`src/rtl/assert_macros.svh`:
```
// Assertion macros shared by the memory test pattern checker RTL.
`ifndef ASSERT_MACROS_SVH
`define ASSERT_MACROS_SVH
`ifndef SYNTHESIS
`define ASSERT_CLK(label, clk, rst_n, prop) \
	label: assert property (@(posedge clk) disable iff (!rst_n) prop) \
	else $error("assertion failed");
`define ASSERT_CLK_ALWAYS(label, clk, prop) \
	label: assert property (@(posedge clk) prop) \
	else $error("assertion failed");
`else
`define ASSERT_CLK(label, clk, rst_n, prop)
`define ASSERT_CLK_ALWAYS(label, clk, prop)
`endif
`endif

```
`src/rtl/mtpc_pkg.sv`:
```
// Types, codes and helpers of the memory test pattern checker.
package mtpc_pkg;

	typedef enum logic [1:0] {
		CMD_CLEAR  = 2'd0,
		CMD_GEN    = 2'd1,
		CMD_CHECK  = 2'd2,
		CMD_UNUSED = 2'd3
	} cmd_t;

	typedef enum logic [1:0] {
		MODE_ADDR  = 2'd0,
		MODE_WALK  = 2'd1,
		MODE_FIXED = 2'd2,
		MODE_INDEX = 2'd3
	} mode_t;

	typedef enum logic [1:0] {
		CFG_TEST_MODE     = 2'd0,
		CFG_FIXED_PATTERN = 2'd1,
		CFG_REGION_BASE   = 2'd2
	} cfg_idx_t;

	localparam int unsigned IDX_W = 24;
	localparam logic [31:0] REGION_WORDS = 32'd16777216;
	localparam logic [31:0] BASE_RESET = 32'h0010_0000;
	localparam logic [31:0] COUNT_MAX = 32'hFFFF_FFFF;

	typedef struct packed {
		mode_t       test_mode;
		logic [31:0] fixed_pattern;
		logic [31:0] region_base;
	} cfg_t;

	typedef struct packed {
		cmd_t             command;
		logic [IDX_W-1:0] word_index;
		logic [4:0]       bit_position;
		logic             invert_walk;
		logic [31:0]      read_data;
	} in_word_t;

	typedef struct packed {
		logic [31:0]      expected_word;
		logic             mismatch;
		logic [31:0]      error_count;
		logic             fail_seen;
		logic [IDX_W-1:0] first_fail_index;
		logic [31:0]      first_fail_address;
		logic [31:0]      first_expected;
		logic [31:0]      first_got;
	} out_word_t;

	function automatic logic [31:0] word_addr(logic [31:0] base, logic [IDX_W-1:0] idx);
		word_addr = base + {6'd0, idx, 2'b00};
	endfunction

endpackage

```
`src/rtl/mtpc_pattern.sv`:
```
// Expected data word generator for the selected test mode.
module mtpc_pattern import mtpc_pkg::*; (
	input  cfg_t                   cfg,
	input  logic [IDX_W-1:0]       word_index,
	input  logic [4:0]             bit_position,
	input  logic                   invert_walk,
	output logic [31:0]            expected
);

	logic [31:0] walk;

	always_comb begin
		walk = 32'd1 << bit_position;
		case (cfg.test_mode)
			MODE_ADDR:  expected = word_addr(cfg.region_base, word_index);
			MODE_WALK:  expected = invert_walk ? ~walk : walk;
			MODE_FIXED: expected = cfg.fixed_pattern;
			MODE_INDEX: expected = {8'd0, word_index};
			default:    expected = {8'd0, word_index};
		endcase
	end

endmodule

```
`src/rtl/memory_test_pattern_checker_top.sv`:
```
// Memory test pattern checker: pattern generation, readback compare and failure capture.
// One word is accepted per cycle, every cycle, as long as results are taken; each word
// gives exactly one result (the input register holds the word while the pattern select,
// 32-bit compare and saturating count form the result, which the result register
// captures once it is free to advance). A result held by a stall blocks the input only
// when the input register is also full. A clear word zeroes the statistics; a check
// word at or beyond the region size is not compared. Configuration writes are registered
// and must be made only while idle; the block itself does not enforce this.
`include "assert_macros.svh"
module memory_test_pattern_checker_top import mtpc_pkg::*; (
	input  logic        clk,
	input  logic        arst_n,
	input  logic        cfg_we,
	input  logic [1:0]  cfg_index,
	input  logic [31:0] cfg_data,
	input  logic        in_valid,
	output logic        in_stall,
	input  in_word_t    in_data,
	output logic        out_valid,
	input  logic        out_stall,
	output out_word_t   out_data
);

	cfg_t             cfg_q;
	logic             s1_valid;
	in_word_t         s1_word;
	logic             out_valid_s2;
	out_word_t        out_word_s2;

	logic [31:0]      total_q;
	logic             cap_valid_q;
	logic [IDX_W-1:0] cap_index_q;
	logic [31:0]      cap_expected_q;
	logic [31:0]      cap_read_q;

	logic [31:0]      total_d;
	logic             cap_valid_d;
	logic [IDX_W-1:0] cap_index_d;
	logic [31:0]      cap_expected_d;
	logic [31:0]      cap_read_d;

	logic [31:0]      expected;
	logic             miss;
	logic             adv2;
	logic             load2;

	assign adv2      = !out_valid_s2 || !out_stall;
	assign load2     = s1_valid && adv2;
	assign in_stall  = s1_valid && !adv2;
	assign out_valid = out_valid_s2;
	assign out_data  = out_word_s2;

	always_ff @(posedge clk or negedge arst_n) begin
		if (!arst_n) begin
			cfg_q.test_mode     <= MODE_ADDR;
			cfg_q.fixed_pattern <= 32'd0;
			cfg_q.region_base   <= BASE_RESET;
		end else if (cfg_we) begin
			case (cfg_index)
				CFG_TEST_MODE:     cfg_q.test_mode <= mode_t'(cfg_data[1:0]);
				CFG_FIXED_PATTERN: cfg_q.fixed_pattern <= cfg_data;
				CFG_REGION_BASE:   cfg_q.region_base <= cfg_data;
				default:           ;
			endcase
		end
	end

	always_ff @(posedge clk or negedge arst_n) begin
		if (!arst_n) begin
			s1_valid <= 1'b0;
		end else if (!in_stall) begin
			s1_valid <= in_valid;
		end
	end

	always_ff @(posedge clk) begin
		if (!in_stall && in_valid) begin
			s1_word <= in_data;
		end
	end

	mtpc_pattern u_pattern (
		.cfg          (cfg_q),
		.word_index   (s1_word.word_index),
		.bit_position (s1_word.bit_position),
		.invert_walk  (s1_word.invert_walk),
		.expected     (expected)
	);

	always_comb begin
		total_d        = total_q;
		cap_valid_d    = cap_valid_q;
		cap_index_d    = cap_index_q;
		cap_expected_d = cap_expected_q;
		cap_read_d     = cap_read_q;
		miss           = 1'b0;
		if (s1_word.command == CMD_CLEAR) begin
			total_d        = 32'd0;
			cap_valid_d    = 1'b0;
			cap_index_d    = '0;
			cap_expected_d = 32'd0;
			cap_read_d     = 32'd0;
		end else if (s1_word.command == CMD_CHECK
				&& {8'd0, s1_word.word_index} < REGION_WORDS
				&& s1_word.read_data != expected) begin
			miss = 1'b1;
			if (!cap_valid_q) begin
				cap_valid_d    = 1'b1;
				cap_index_d    = s1_word.word_index;
				cap_expected_d = expected;
				cap_read_d     = s1_word.read_data;
			end
			if (total_q != COUNT_MAX) begin
				total_d = total_q + 32'd1;
			end
		end
	end

	always_ff @(posedge clk or negedge arst_n) begin
		if (!arst_n) begin
			total_q        <= 32'd0;
			cap_valid_q    <= 1'b0;
			cap_index_q    <= '0;
			cap_expected_q <= 32'd0;
			cap_read_q     <= 32'd0;
			out_valid_s2   <= 1'b0;
		end else begin
			if (adv2) begin
				out_valid_s2 <= s1_valid;
			end
			if (load2) begin
				total_q        <= total_d;
				cap_valid_q    <= cap_valid_d;
				cap_index_q    <= cap_index_d;
				cap_expected_q <= cap_expected_d;
				cap_read_q     <= cap_read_d;
			end
		end
	end

	always_ff @(posedge clk) begin
		if (load2) begin
			out_word_s2.expected_word      <= expected;
			out_word_s2.mismatch           <= miss;
			out_word_s2.error_count        <= total_d;
			out_word_s2.fail_seen          <= cap_valid_d;
			out_word_s2.first_fail_index   <= cap_index_d;
			out_word_s2.first_fail_address <= word_addr(cfg_q.region_base, cap_index_d);
			out_word_s2.first_expected     <= cap_expected_d;
			out_word_s2.first_got          <= cap_read_d;
		end
	end

	`ASSERT_CLK(a_count_monotonic, clk, arst_n, (load2 && s1_word.command != CMD_CLEAR) |=> (total_q >= $past(total_q)))
	`ASSERT_CLK(a_capture_has_count, clk, arst_n, cap_valid_q |-> (total_q != 32'd0))
	`ASSERT_CLK(a_stall_when_full, clk, arst_n, in_stall |-> (s1_valid && out_valid_s2 && out_stall))
	`ASSERT_CLK(a_miss_counted, clk, arst_n, (out_valid_s2 && out_word_s2.mismatch) |-> (out_word_s2.error_count != 32'd0 && out_word_s2.fail_seen))
	`ASSERT_CLK_ALWAYS(a_reset_idle, clk, !arst_n |=> (!out_valid_s2 && !s1_valid))

endmodule
```
`config.mk`:
```
export PLATFORM = sky130hd
export DESIGN_NAME = memory_test_pattern_checker_top
export DESIGN_NICKNAME = d
export VERILOG_FILES = /design/src/rtl/mtpc_pkg.sv /design/src/rtl/mtpc_pattern.sv /design/src/rtl/memory_test_pattern_checker_top.sv
export VERILOG_INCLUDE_DIRS = /design/src /design/src/rtl
export SDC_FILE = /design/constraint.sdc
export NUM_CORES = 1
export LEC_CHECK = 0
export ABC_AREA = 1
export BUFFER_PORTS_ARGS = -buffer_cell sky130_fd_sc_hd__buf_2
export CAP_MARGIN = 20
export CORE_MARGIN = 8
export CORE_UTILIZATION = 45
export CTS_BUF_LIST = sky130_fd_sc_hd__clkbuf_16
export DETAILED_ROUTE_END_ITERATION = 16
export PLACE_DENSITY = 0.67
export SYNTH_ARGS = -nofsm -noshare
export SYNTH_HDL_FRONTEND = slang
export SYNTH_SLANG_ARGS = --single-unit
```
`constraint.sdc`:
```
create_clock -name clk -period 6.1 [get_ports clk]
set_input_delay 1.22 -clock clk [delete_from_list [all_inputs] [get_ports clk]]
set_output_delay 1.22 -clock clk [all_outputs]
set_load 0.01 [all_outputs]
```
==> run_results.csv <==
group,metric,value,unit
yosys,synth_edf_count,250,
placed_design,portBuffers,290,
worst_setup_path,worst_path_most_repeated_cell,"nand2_1",
worst_hold_path,holdCritPathClass,"reg2reg",
timing,finalSetupViolations,0,
yosys,yosysWarnings,0,
clock_network,cts-htree-levels,2,
layout,fin_nets,3489,
worst_setup_path,max_stage_delay,0.41,ns
clock_network,numCtsBuffers,48,
clock_network,cts_hold_buf,0,
global_route,grt_pass1_vias,20269,
clock_network,clk_path_buf_depth,3,
floorplan,fp.dieW,249,um
clock_network,cts_root_buf,"clkbuf_16",
yosys,syn_avg_cell_area,8.01,um2
timing,holdWs,0.477,ns
timing,tightest_slew,1.04,ns
timing,max_freq,0.172,GHz
route,antenna_left,0,
placed_design,place_hpwl,55.7,mm
layout,area_delta_synth_final,17.1,%
global_route,grt_pass1_wl,118,mm
yosys,synth_top_area_share,30.8,%
floorplan,core.rowCount,85,
worst_setup_path,path_class,"reg2reg",
power_and_ir_drop,total_power,10.3,mW
layout,register_area,12200,um2
power_and_ir_drop,ir_worst_vdd,0.233,mV
timing,finalCritPeriodShare,95.2,%
floorplan,start_util,45.3,%
route,via_per_inst,5.32,
yosys,syn-num-nets,3195,
layout,utilization,53.1,%
worst_hold_path,holdPathEnd,"out_data[64]",
global_route,antenna_found_initial,4,
worst_setup_path,reg2reg_to,"out_data[90]",
route,vias,21650,
clock_network,clk_pin_slew,0.07,ns
flow_run,drv_cap,0,
worst_setup_path,crit_slowest_cell,"fa_1",
layout,final_common_cell,"nand2_1",
yosys,ys.flop_type,"edfxtp_1",
yosys,synthesis.area,24300,um2
route,drc_errors,0,
layout,nFillCells,5042,
power_and_ir_drop,power_per_cell_area,362,nW/um2
worst_setup_path,cp.required,6.43,ns
yosys,syn_inst,3041,
worst_setup_path,worstPathArrival,6.13,ns
layout,multi_input_area,10100,um2
floorplan,dieArea,61800,um2
yosys,yosys.area.top_type,"edfxtp_1",
floorplan,coreArea,53700,um2
route,drtPass1Iterations,8,
clock_network,cts_num_sinks,439,
layout,fin_area,28500,um2
layout,drive_above_1_share,15.0,%
timing,slew_headroom,30.8,%
worst_setup_path,path_max_fanout,7,
timing,slew_violations,0,
global_route,track_usage,24.0,%
placed_design,place_ws,0.0847,ns
worst_setup_path,worstSetupEndpointType,"flip-flop",
timing,layout_setup_ws,0.294,ns
floorplan,io-pin-count,291,
worst_setup_path,r2r_cells,37,
layout,layout_common_cells,"nand2_1, inv_1, buf_2",
route,post_drt_wl_per_cell,18.9,um
route,drtIter0Drc,1906,
timing,fin_crit,5.81,ns
yosys,async_flop_share,43.1,%
clock_network,cts_tree,"done",
route,routed_wirelength,76.9,mm
timing,final_hold_viol_count,0,
yosys,yosysUniqueCellTypes,46,
power_and_ir_drop,power.leakage,14.3,nW
worst_setup_path,r2r_slack,0.29,ns
worst_hold_path,whs_path_depth,0,
global_route,grt_max_degree,143,
global_route,grt_overflow,0,
worst_setup_path,start_kind,"flip-flop",
worst_hold_path,hp-start,"cfg_q[0]",
floorplan,die_height,249,um
clock_network,clock_latency,0.60,ns
yosys,synth_seq_cells,439,
yosys,ys_seq_area_share,50.3,%
placed_design,place_area,26900,um2
yosys,synthTopCellsByArea,"edfxtp_1, dfrtp_1, nand2_1",
placed_design,gp_congestion,0.962,
timing,skew,0.0308,ns
status,outcome,"finished, final reports clean",
worst_setup_path,r2r-start,"s1_word[38]",
-- through the flow --
stage / TNS (ns) / instances
finish: 0 / 4072
global route: -0.0301 / 4072
CTS: 0 / 4069
detailed placement: 0 / 3979
global placement: 0 / 3979
floorplan: 0 / 3041
-- Yosys cell counts, types with 7 or more instances --
master / count
a21oi_1: 53
buf_6: 8
nand2_1: 995
o21ai_0: 207
clkbuf_1: 95
nor3_1: 29
buf_2: 28
inv_2: 7
inv_1: 387
xor2_1: 22
buf_1: 17
dfrtp_1: 188
nor2_1: 107
nand3_1: 245
ha_1: 49
a21boi_0: 10
edfxtp_1: 250
and3_1: 115
nand3b_1: 18
nand4_1: 148
xnor2_1: 11
-- timing repair --
item                       CTS  global route
setup endpoints to repair    0            13
gates resized for setup      0            25
setup buffers                0             2
-- report_power, final --
group	switching, mW	internal (mW)
sequential	0.390	3.83
combinational	2.04	1.17
clock	1.20	1.70
-- logic make-up after synthesis --
logic type                 Yosys count  synth area share (%)
and+or+nand+nor                   1674                  30.5
adders and majority gates           51                  2.68
AOI/OAI and AO/OA                  299                  6.54
DFF                                439                  50.3
xor gates and xnor gates            33                  1.19
buffers and inverters              545                  8.82
-- registers in the layout, summed over array words and instances (netlist names) --
name	flops
cap_valid_q	1
total_q	32
s1_word	64
out_data	186
out_valid	1
cap_read_q	32
cfg_q	66
cap_index_q	24
s1_valid	1
cap_expected_q	32
-- worst max-delay path: cells and delay by family (launching register included) --
family / cells / cell delay, ns
AOI/OAI and AO/OA: 7 / 1.17
xor gates and xnor gates: 1 / 0.13
buffers and inverters: 5 / 0.48
and+or+nand+nor: 20 / 2.12
DFF: 1 / 0.39
adders and majority gates: 4 / 1.22
-- worst max-delay path by stage --
stage	from	endpoint	slack (ns)	cells past startpoint
2_1_floorplan	cfg_q[2]	out_data[92]	0.83	41
3_3_place_gp	s1_word[40]	out_data[90]	0.21	36
3_5_place_dp	cfg_q[2]	out_data[90]	0.08	37
4_1_cts	cfg_q[2]	out_data[90]	0.02	37
5_1_grt	cfg_q[2]	out_data[90]	-0.02	39
6_report	s1_word[38]	out_data[90]	0.29	37
-- final cells by class --
| cell class | instances | area share, % |
|---|---|---|
| Sequential cell | 439 | 42.9 |
| Multi-Input combinational cell | 2057 | 35.3 |
| Timing Repair Buffer | 394 | 8.00 |
| Inverter | 395 | 5.24 |
| Clock buffer | 49 | 4.30 |
| Tap cell | 696 | 3.05 |
| Clock inverter | 41 | 1.16 |
| Antenna cell | 1 | 0.00878 |
-- per-layer routing --
| layer | vias up | share of wire (%) | wire, um | global-route usage (%) |
|---|---|---|---|---|
| met3 | 145 | 6.2 | 4740 | 4.49 |
| met1 | 10122 | 41 | 31800 | 30.4 |
| met4 | 4 | 3.6 | 2770 | 8.48 |
| li1 | 10643 | - | - | - |
| met5 | - | 0.044 | 34 | 0 |
| met2 | 736 | 49 | 37600 | 40.9 |
Note: power is estimated with default switching activity, not from simulation.
